**src/rtl/cdue_pkg.sv**
```systemverilog
// ----------------------------------------------------------------------------
// cdue_pkg
// Shared widths, constants, stage payload types and the day-of-year table
// for the civil date to Unix epoch unit.
// ----------------------------------------------------------------------------
`default_nettype none

package cdue_pkg;

  // Field widths
  localparam int YEAR_W   = 14;
  localparam int MONTH_W  = 4;
  localparam int DAY_W    = 5;
  localparam int HOUR_W   = 5;
  localparam int MINUTE_W = 6;
  localparam int SECOND_W = 6;
  localparam int EPOCH_W  = 32;

  // Internal widths
  localparam int K_W    = 8;   // March-based year minus base year, 0..138
  localparam int DOY_W  = 9;   // day of March-based year, 0..367
  localparam int TOD_W  = 17;  // seconds within the day, before range check
  localparam int DAYS_W = 16;  // days since 1970-01-01, up to about 50100
  localparam int SECS_W = 33;  // one bit above the 32-bit result

  // Calendar limits
  localparam int YEAR_MIN   = 1970;
  localparam int YEAR_LATE  = 2107;  // from here on every moment is past 2^32-1 s
  localparam int BASE_YEAR  = 1968;
  localparam int MONTH_MIN  = 1;
  localparam int MONTH_MAX  = 12;
  localparam int MONTH_FEB  = 2;
  localparam int MONTH_MAR  = 3;
  localparam int MONTH_WRAP = 9;
  localparam int HOUR_MAX   = 23;
  localparam int MINUTE_MAX = 59;
  localparam int SECOND_MAX = 60;

  // Day arithmetic relative to the 1968 base year
  localparam int DAYS_PER_YEAR = 365;
  localparam int CENTURY_K     = 132;  // March-based year 2100, not a leap year
  localparam int DAY_BIAS      = 671;  // shifts the count so 1970-01-01 is day 0

  localparam int SECS_PER_DAY    = 86400;
  localparam int SECS_PER_HOUR   = 3600;
  localparam int SECS_PER_MINUTE = 60;

  // Decode stage payload
  typedef struct packed {
    logic               ok;
    logic [K_W-1:0]     k;
    logic [DOY_W-1:0]   doy;
    logic [TOD_W-1:0]   tod;
  } dec_t;

  // Day count stage payload
  typedef struct packed {
    logic               ok;
    logic [DAYS_W-1:0]  days;
    logic [TOD_W-1:0]   tod;
  } day_t;

  // Seconds stage payload
  typedef struct packed {
    logic               ok;
    logic [SECS_W-1:0]  secs;
  } sec_t;

  // First day of each month in a March-based year: (153*mp+2)/5
  function automatic logic [DOY_W-1:0] month_start(input logic [MONTH_W-1:0] mp);
    logic [DOY_W-1:0] r;
    case (mp)
      4'd0:    r = 9'd0;
      4'd1:    r = 9'd31;
      4'd2:    r = 9'd61;
      4'd3:    r = 9'd92;
      4'd4:    r = 9'd122;
      4'd5:    r = 9'd153;
      4'd6:    r = 9'd184;
      4'd7:    r = 9'd214;
      4'd8:    r = 9'd245;
      4'd9:    r = 9'd275;
      4'd10:   r = 9'd306;
      4'd11:   r = 9'd337;
      default: r = 9'd0;
    endcase
    return r;
  endfunction

endpackage

`default_nettype wire

```
**src/rtl/cdue_cal_if.sv**
```systemverilog
// ----------------------------------------------------------------------------
// cdue_cal_if
// Input channel: one calendar date and time per beat.
// ----------------------------------------------------------------------------
`default_nettype none

interface cdue_cal_if import cdue_pkg::*; ();
  logic                valid;
  logic                ready;
  logic [YEAR_W-1:0]   cal_year;
  logic [MONTH_W-1:0]  cal_month;
  logic [DAY_W-1:0]    cal_day;
  logic [HOUR_W-1:0]   cal_hour;
  logic [MINUTE_W-1:0] cal_minute;
  logic [SECOND_W-1:0] cal_second;

  modport source (
    output valid, cal_year, cal_month, cal_day, cal_hour, cal_minute, cal_second,
    input  ready
  );

  modport sink (
    input  valid, cal_year, cal_month, cal_day, cal_hour, cal_minute, cal_second,
    output ready
  );
endinterface

`default_nettype wire

```
**src/rtl/cdue_epoch_if.sv**
```systemverilog
// ----------------------------------------------------------------------------
// cdue_epoch_if
// Result channel: one epoch value per beat.
// ----------------------------------------------------------------------------
`default_nettype none

interface cdue_epoch_if import cdue_pkg::*; ();
  logic               valid;
  logic               ready;
  logic [EPOCH_W-1:0] epoch_seconds;
  logic               epoch_valid;

  modport source (
    output valid, epoch_seconds, epoch_valid,
    input  ready
  );

  modport sink (
    input  valid, epoch_seconds, epoch_valid,
    output ready
  );
endinterface

`default_nettype wire

```
**src/rtl/cdue_decode.sv**
```systemverilog
// ----------------------------------------------------------------------------
// cdue_decode
// First stage: range check, March-based year shift, day of year and
// time of day in seconds.
// ----------------------------------------------------------------------------
`default_nettype none

module cdue_decode import cdue_pkg::*; (
  input  wire logic   clk,
  input  wire logic   rst_n,
  cdue_cal_if.sink    in_ch,
  output logic        dn_valid,
  input  wire logic   dn_ready,
  output dec_t        dn_data
);

  logic               s1_valid_r;
  logic               s1_valid_nxt;
  dec_t               s1_r;
  dec_t               s1_nxt;
  logic               take;
  logic               early;
  logic [YEAR_W-1:0]  yshift;
  logic [MONTH_W-1:0] mp;

  assign in_ch.ready = !s1_valid_r || dn_ready;
  assign take        = in_ch.valid && in_ch.ready;

  always_comb begin
    early  = (in_ch.cal_month <= MONTH_W'(MONTH_FEB));
    yshift = in_ch.cal_year - YEAR_W'(early);
    mp     = early ? in_ch.cal_month + MONTH_W'(MONTH_WRAP)
                   : in_ch.cal_month - MONTH_W'(MONTH_MAR);

    s1_nxt.ok = (in_ch.cal_year >= YEAR_W'(YEAR_MIN)) &&
                (in_ch.cal_year < YEAR_W'(YEAR_LATE)) &&
                (in_ch.cal_month >= MONTH_W'(MONTH_MIN)) &&
                (in_ch.cal_month <= MONTH_W'(MONTH_MAX)) &&
                (in_ch.cal_day != '0) &&
                (in_ch.cal_hour <= HOUR_W'(HOUR_MAX)) &&
                (in_ch.cal_minute <= MINUTE_W'(MINUTE_MAX)) &&
                (in_ch.cal_second <= SECOND_W'(SECOND_MAX));

    // Zero the day fields of a rejected beat so later stages stay in range
    if (s1_nxt.ok) begin
      s1_nxt.k   = K_W'(yshift - YEAR_W'(BASE_YEAR));
      s1_nxt.doy = month_start(mp) + DOY_W'(in_ch.cal_day) - DOY_W'(1);
    end else begin
      s1_nxt.k   = '0;
      s1_nxt.doy = '0;
    end

    s1_nxt.tod = TOD_W'(in_ch.cal_hour) * TOD_W'(SECS_PER_HOUR) +
                 TOD_W'(in_ch.cal_minute) * TOD_W'(SECS_PER_MINUTE) +
                 TOD_W'(in_ch.cal_second);

    s1_valid_nxt = take ? 1'b1 : (dn_ready ? 1'b0 : s1_valid_r);
  end

  always_ff @(posedge clk) begin
    if (!rst_n) begin
      s1_valid_r <= 1'b0;
    end else begin
      s1_valid_r <= s1_valid_nxt;
    end
  end

  always_ff @(posedge clk) begin
    if (take) begin
      s1_r <= s1_nxt;
    end
  end

  assign dn_valid = s1_valid_r;
  assign dn_data  = s1_r;

endmodule

`default_nettype wire

```
**src/rtl/cdue_accum.sv**
```systemverilog
// ----------------------------------------------------------------------------
// cdue_accum
// Second and third stages: day count since 1970-01-01, then scale to
// seconds and add the time of day.
// ----------------------------------------------------------------------------
`default_nettype none

module cdue_accum import cdue_pkg::*; (
  input  wire logic   clk,
  input  wire logic   rst_n,
  input  wire logic   up_valid,
  output logic        up_ready,
  input  wire dec_t   up_data,
  output logic        dn_valid,
  input  wire logic   dn_ready,
  output sec_t        dn_data
);

  logic              s2_valid_r;
  logic              s2_valid_nxt;
  day_t              s2_r;
  day_t              s2_nxt;
  logic              s3_valid_r;
  logic              s3_valid_nxt;
  sec_t              s3_r;
  sec_t              s3_nxt;
  logic              s3_in_ready;
  logic              take2;
  logic              take3;
  logic [DAYS_W:0]   days_sum;

  assign s3_in_ready = !s3_valid_r || dn_ready;
  assign up_ready    = !s2_valid_r || s3_in_ready;
  assign take2       = up_valid && up_ready;
  assign take3       = s2_valid_r && s3_in_ready;

  always_comb begin
    // 365 per year, one leap day every fourth year, drop the one for 2100
    days_sum = (DAYS_W+1)'(up_data.k) * (DAYS_W+1)'(DAYS_PER_YEAR) +
               (DAYS_W+1)'(up_data.k >> 2) +
               (DAYS_W+1)'(up_data.doy) -
               (DAYS_W+1)'(DAY_BIAS) -
               (DAYS_W+1)'(up_data.k >= K_W'(CENTURY_K));
    s2_nxt.ok   = up_data.ok;
    s2_nxt.days = up_data.ok ? days_sum[DAYS_W-1:0] : '0;
    s2_nxt.tod  = up_data.tod;

    s3_nxt.ok   = s2_r.ok;
    s3_nxt.secs = SECS_W'(s2_r.days) * SECS_W'(SECS_PER_DAY) + SECS_W'(s2_r.tod);

    s2_valid_nxt = take2 ? 1'b1 : (s3_in_ready ? 1'b0 : s2_valid_r);
    s3_valid_nxt = take3 ? 1'b1 : (dn_ready ? 1'b0 : s3_valid_r);
  end

  always_ff @(posedge clk) begin
    if (!rst_n) begin
      s2_valid_r <= 1'b0;
      s3_valid_r <= 1'b0;
    end else begin
      s2_valid_r <= s2_valid_nxt;
      s3_valid_r <= s3_valid_nxt;
    end
  end

  always_ff @(posedge clk) begin
    if (take2) begin
      s2_r <= s2_nxt;
    end
    if (take3) begin
      s3_r <= s3_nxt;
    end
  end

  assign dn_valid = s3_valid_r;
  assign dn_data  = s3_r;

endmodule

`default_nettype wire

```
**src/rtl/civil_date_to_unix_epoch_unit.sv**
```systemverilog
// ----------------------------------------------------------------------------
// civil_date_to_unix_epoch_unit
// Converts a UTC calendar date and time to 32-bit Unix epoch seconds.
// ----------------------------------------------------------------------------
// Four register stages, one beat in and one beat out per cycle at full rate;
// each result passes decode, days, seconds and output in turn. The depth is
// set by the constant multiplies: days to seconds (16 x 17 bits) sits alone
// in its stage. Every stage has its own valid bit and takes a new beat when
// it is empty or its successor moves, so a stall on the output only backs up
// as far as it must and nothing is lost or repeated. A date with a field out
// of range, a year below 1970, exactly the epoch, or a moment past 2^32-1 s
// returns epoch_seconds 0 with epoch_valid low. The day is not checked
// against the month length: an excess day rolls into the next month.
// ----------------------------------------------------------------------------
`default_nettype none

module civil_date_to_unix_epoch_unit import cdue_pkg::*; (
  input  wire logic    clk,
  input  wire logic    rst_n,
  cdue_cal_if.sink     in_ch,
  cdue_epoch_if.source out_ch
);

  logic               dec_valid;
  logic               dec_ready;
  dec_t               dec_data;
  logic               acc_valid;
  logic               acc_ready;
  sec_t               acc_data;
  logic               out_valid_r;
  logic               out_valid_nxt;
  logic [EPOCH_W-1:0] out_epoch_r;
  logic [EPOCH_W-1:0] out_epoch_nxt;
  logic               out_flag_r;
  logic               out_flag_nxt;
  logic               take4;

  // Stage 1: check and decode
  cdue_decode u_decode (
    .clk      (clk),
    .rst_n    (rst_n),
    .in_ch    (in_ch),
    .dn_valid (dec_valid),
    .dn_ready (dec_ready),
    .dn_data  (dec_data)
  );

  // Stages 2 and 3: days, then seconds
  cdue_accum u_accum (
    .clk      (clk),
    .rst_n    (rst_n),
    .up_valid (dec_valid),
    .up_ready (dec_ready),
    .up_data  (dec_data),
    .dn_valid (acc_valid),
    .dn_ready (acc_ready),
    .dn_data  (acc_data)
  );

  // Stage 4: zero anything rejected or overflowed past 32 bits, then hold for the sink
  assign acc_ready = !out_valid_r || out_ch.ready;
  assign take4     = acc_valid && acc_ready;

  always_comb begin
    out_epoch_nxt = (acc_data.ok && !acc_data.secs[SECS_W-1]) ?
                    acc_data.secs[EPOCH_W-1:0] : '0;
    out_flag_nxt  = (out_epoch_nxt != '0);
    out_valid_nxt = take4 ? 1'b1 : (out_ch.ready ? 1'b0 : out_valid_r);
  end

  always_ff @(posedge clk) begin
    if (!rst_n) begin
      out_valid_r <= 1'b0;
    end else begin
      out_valid_r <= out_valid_nxt;
    end
  end

  always_ff @(posedge clk) begin
    if (take4) begin
      out_epoch_r <= out_epoch_nxt;
      out_flag_r  <= out_flag_nxt;
    end
  end

  assign out_ch.valid         = out_valid_r;
  assign out_ch.epoch_seconds = out_epoch_r;
  assign out_ch.epoch_valid   = out_flag_r;

  // The flag must agree with the value it qualifies
  a_flag_matches: assert property (@(posedge clk) disable iff (!rst_n)
    out_ch.valid |-> (out_ch.epoch_valid == (out_ch.epoch_seconds != '0)))
    else $error("epoch_valid disagrees with epoch_seconds");

  // A beat leaving stage 3 lands in the output register
  a_stage_advance: assert property (@(posedge clk) disable iff (!rst_n)
    (acc_valid && acc_ready) |=> out_valid_r)
    else $error("stage 3 beat lost on its way to the output");

  // A rejected beat never shows a nonzero value
  a_reject_zero: assert property (@(posedge clk) disable iff (!rst_n)
    (take4 && !acc_data.ok) |=> (out_epoch_r == '0))
    else $error("rejected beat produced a nonzero epoch");

  // Reset empties the output
  a_reset_empty: assert property (@(posedge clk)
    !rst_n |=> !out_ch.valid)
    else $error("output valid right after reset");

endmodule

`default_nettype wire
```
**src/flat_wrapper.sv**
```systemverilog
// flat-port wrapper written by rule: the top's interface ports become plain ports
module civil_date_to_unix_epoch_unit_flat import cdue_pkg::*;
  (clk, rst_n, in_ch_valid, in_ch_cal_year, in_ch_cal_month, in_ch_cal_day, in_ch_cal_hour, in_ch_cal_minute, in_ch_cal_second, in_ch_ready, out_ch_valid, out_ch_epoch_seconds, out_ch_epoch_valid, out_ch_ready);
  cdue_cal_if in_ch_i ();
  cdue_epoch_if out_ch_i ();
  input  wire logic clk;
  input  wire logic rst_n;
  input wire logic [$bits(in_ch_i.valid)-1:0] in_ch_valid;
  input wire logic [$bits(in_ch_i.cal_year)-1:0] in_ch_cal_year;
  input wire logic [$bits(in_ch_i.cal_month)-1:0] in_ch_cal_month;
  input wire logic [$bits(in_ch_i.cal_day)-1:0] in_ch_cal_day;
  input wire logic [$bits(in_ch_i.cal_hour)-1:0] in_ch_cal_hour;
  input wire logic [$bits(in_ch_i.cal_minute)-1:0] in_ch_cal_minute;
  input wire logic [$bits(in_ch_i.cal_second)-1:0] in_ch_cal_second;
  output wire logic [$bits(in_ch_i.ready)-1:0] in_ch_ready;
  output wire logic [$bits(out_ch_i.valid)-1:0] out_ch_valid;
  output wire logic [$bits(out_ch_i.epoch_seconds)-1:0] out_ch_epoch_seconds;
  output wire logic [$bits(out_ch_i.epoch_valid)-1:0] out_ch_epoch_valid;
  input wire logic [$bits(out_ch_i.ready)-1:0] out_ch_ready;
  assign in_ch_i.valid = in_ch_valid;
  assign in_ch_i.cal_year = in_ch_cal_year;
  assign in_ch_i.cal_month = in_ch_cal_month;
  assign in_ch_i.cal_day = in_ch_cal_day;
  assign in_ch_i.cal_hour = in_ch_cal_hour;
  assign in_ch_i.cal_minute = in_ch_cal_minute;
  assign in_ch_i.cal_second = in_ch_cal_second;
  assign in_ch_ready = in_ch_i.ready;
  assign out_ch_valid = out_ch_i.valid;
  assign out_ch_epoch_seconds = out_ch_i.epoch_seconds;
  assign out_ch_epoch_valid = out_ch_i.epoch_valid;
  assign out_ch_i.ready = out_ch_ready;
  civil_date_to_unix_epoch_unit u_core (.clk(clk), .rst_n(rst_n), .in_ch(in_ch_i), .out_ch(out_ch_i));
endmodule
```
**config.mk**
```make
export PLATFORM = sky130hd
export DESIGN_NAME = civil_date_to_unix_epoch_unit_flat
export DESIGN_NICKNAME = d
export VERILOG_FILES = /design/src/rtl/cdue_pkg.sv /design/src/rtl/cdue_cal_if.sv /design/src/rtl/cdue_epoch_if.sv /design/src/rtl/cdue_decode.sv /design/src/rtl/cdue_accum.sv /design/src/rtl/civil_date_to_unix_epoch_unit.sv /design/src/flat_wrapper.sv
export SDC_FILE = /design/constraint.sdc
export NUM_CORES = 1
export LEC_CHECK = 0
export BUFFER_PORTS_ARGS = -buffer_cell sky130_fd_sc_hd__buf_2
export CORE_MARGIN = 1.5
export CORE_UTILIZATION = 45
export CTS_BUF_LIST = sky130_fd_sc_hd__clkbuf_8
export DETAILED_ROUTE_END_ITERATION = 10
export SYNTH_ARGS = -nofsm -noshare
export SYNTH_HDL_FRONTEND = slang
export SYNTH_HIERARCHICAL = 1
export SYNTH_SLANG_ARGS = --single-unit
export TNS_END_PERCENT = 20
```
**constraint.sdc**
```tcl
create_clock -name clk -period 5.5 [get_ports clk]
set_input_delay 0.55 -clock clk [delete_from_list [all_inputs] [get_ports clk]]
set_output_delay 0.55 -clock clk [all_outputs]
set_load 0.02 [all_outputs]
```
==> results.md <==
* Final hold violation count at 0
* H-tree depth at 4
* Synth Net Count at 1609
* CTS tree: built
* DRC at 0
* Worst setup margin at 0.171 ns
* Routed wire per std cell at 13.1 um
* Layout cells sized above 1 at 11.8%
* Crit-path cells: ha_1 > xor2_1 > ha_1 > a21o_1 > fa_1 > ha_1 > inv_1 > fa_1 > inv_1 > ha_1 > a21oi_2 > o221ai_1 > a31o_2 > o31a_1 > a31oi_2 > nand3_2 > nor4_4 > nand4_1 > xnor2_1
* Max frequency at 0.188 GHz
* PortBufs at 78
* Synth-to-layout area growth at 10.1%
* Synth Instances at 1233
* Slew margin rel. at 59.8%
* Final period util at 96.9%
* CP peak stage delay at 0.51 ns
* Die Ht at 175 um
* GP Congestion at 0.869
* DRT antenna net count at 0
* Root Buffer Master: clkbuf_8
* HPWL Detailed at 19100 um
* RSZ-0062 raised after global routing: true
* WP data required at 5.70 ns
* CP Launch Type: register
* NumNets Final at 1707
* Pre-antenna DRT Iters at 4
* Synthesis-stage register bit count at 140
* Final Skew at 0.0148 ns
* N_diodes at 0
* Yosys warnings at 6
* Final setup fails at 0
* Critical Path End Type: register
* CP max stage cell: edfxtp_1
* EDFF count, synth at 136
* Number of global-route vias before repair at 8417
* Asr flop ratio synth at 0%
* Most used cell, CP: ha_1
* Sink Count at 140
* GRT Residual Overflow at 0
* Io pins at 79
* Die area at 30600 um2
* Synth Area per Inst at 10.8 um2
* Fin. max-slew vios at 0
* Routed WL at 22600 um
* Hold Buf Count CTS at 0
* Tmin final at 5.33 ns
* Critical path's top delay family: adder cells
* First-pass GRT wire length at 38800 um
* Clk Latency, worst-skew pair at 0.45 ns
* Average vias per placed instance at 4.90
* Core footprint at 28900 um2
* Yosys cell types at 73
* Most used DFF post-synth: edfxtp_1
* Worst Path Buf+Inv at 2
* Synthesized area at 13300 um2
* Pin count of the biggest net entering global routing at 36
* CTS Buf Count at 17
* Max cap viols at 0
* Least-Margin Pin Slew at 0.595 ns
* DP Worst Slack at 0.182 ns
* Overall Global Routing Usage at 15.5%
* # rows at 62
* Status: complete, no violations
* Die width at 175 um
* Clock transition at path regs at 0.10 ns
* Via Count at 8459
* Worst Hold Class: in -> reg
* Initial core utilization at 46.0%
* Initial antenna violation count at 0
* CP Data Arrival Time at 5.53 ns
* Bufs on Longest Clock Path at 2
* CP Class: reg -> reg
* Register area share after synthesis at 31.3%
* DR iter-0 viols at 217
* Crit-path max FO at 6
## cells by family (layout without fill, tap and decap cells)
| logic type | after synthesis | count (layout) | share of synthesized area [%] |
|---|---|---|---|
| AOI/OAI and AO/OA | 182 | 182 | 9.34 |
| xor gates and xnor gates | 84 | 84 | 5.60 |
| adders and majority gates | 332 | 332 | 36.0 |
| buffers and inverters | 242 | 353 | 6.98 |
| DFF | 140 | 140 | 31.3 |
| muxes | 1 | 1 | 0.0754 |
| and+or+nand+nor | 252 | 252 | 10.6 |
## layout make-up
cell class	instances	area, um2
multi-input combinational	851	8210
clock buffer	17	234
sequential	140	4160
fill	2704	14200
clock inverter	15	194
timing repair buffer	89	473
inverter	232	871
tap	384	480
## cell usage after synthesis (3+ instances only)
cell type  count  area, um2
nand2b_1       8       50.1
fa_1          84       1680
xor2_1        23        201
nor2b_1       14       87.6
or4_1          4       30.0
o211ai_1       7       52.6
edfxtp_1     136       4080
o21bai_1       6       45.0
a21o_1        19        143
nand2_1       52        195
a21oi_1       47        235
o21a_1        14        105
nor4_2         8        100
nor3_1        18       90.1
and2_1        45        282
clkbuf_1       5       18.8
a31oi_1        8       50.1
a211oi_1       9       67.6
buf_2          3       15.0
nand4_1       11       68.8
nor2_1        45        169
o21ai_0       32        160
a311oi_1       3       26.3
or2_2          3       18.8
xnor2_1       60        526
nor4_1         5       31.3
nand3_1       12       60.1
ha_1         248       3100
and3_1        10       62.6
inv_1        232        871
dfxtp_1        4       80.1
a21boi_0       4       30.0
## worst min-delay path, stage by stage
cell and delay [ns]:
buf_2 0.10, inv_1 0.04, a21boi_0 0.06
## sequential cells by signal, summed over array words and instances, names as in the netlist
name	flops
u_core/out_ch.epoch_valid	1
u_core/u_accum/s2_valid_r	1
u_core/u_decode/dn_valid	1
u_core/out_ch.epoch_seconds	32
u_core/u_accum/dn_data	34
u_core/out_ch.valid	1
u_core/u_decode/dn_data	35
u_core/u_accum/s2_r	34
u_core/u_accum/dn_valid	1
## stage by stage
step	instance area [um2]	setup TNS (ns)	util, %	hold slack [ns]	std cells
6_report	14600	0	50.7	0.343	1728
5_1_grt	14600	-0.177	50.7	0.297	1728
4_1_cts	14600	0	50.5	0.297	1724
3_5_place_dp	14200	0	49.0	0.405	1692
3_3_place_gp	14200	0	49.0	0.401	1692
2_1_floorplan	13300	0	-	0.400	1233
## placed cells by master, fill, tap and decap left out, types with 4 or more instances in the layout
cell type	count
nor3_1	18
o21bai_1	6
nand3_1	12
and3_1	10
o21a_1	14
buf_2	78
nor4_1	5
edfxtp_1	136
dfxtp_1	4
a21o_1	19
o21ai_0	30
and2_1	45
xor2_1	23
a211oi_1	9
xnor2_1	60
nor2b_1	13
nor4_2	7
or4_1	4
inv_8	8
ha_1	248
clkbuf_8	17
fa_1	84
inv_1	232
a21boi_0	4
o211ai_1	7
buf_4	11
nand2_1	52
nand2b_1	8
a31oi_1	7
a21oi_1	47
nand4_1	11
nor2_1	45
## repair_timing
action | CTS | global route
resized for setup | 0 | 4
setup endpoints to repair | 0 | 8
setup buffers | 0 | 4
## path summary, 6_finish.rpt
kind,startpoint,end,slack [ns],cells past startpoint
max,u_core/u_accum/s2_r[21],u_core/u_accum/dn_data[32],0.17,19
min,in_ch_valid,u_core/u_decode/dn_valid,0.34,3
max reg2reg,u_core/u_accum/s2_r[21],u_core/u_accum/dn_data[32],0.17,19
min reg2reg,u_core/u_decode/dn_data[5],u_core/u_accum/s2_r[5],0.42,0
## layer usage
| metal | global-route usage [%] | vias to the layer above | routed length (um) | share of wire (%) |
|---|---|---|---|---|
| li1 | - | 4409 | - | - |
| met4 | 3.28 | 0 | 210 | 0.93 |
| met5 | 0 | - | 0 | 0 |
| met2 | 27.5 | 99 | 10900 | 48 |
| met1 | 20.0 | 3934 | 11000 | 49 |
| met3 | 2.46 | 17 | 553 | 2.4 |
Power is not shown: default switching activity piles up to over one toggle a cycle in this logic, so the estimate is an artifact.
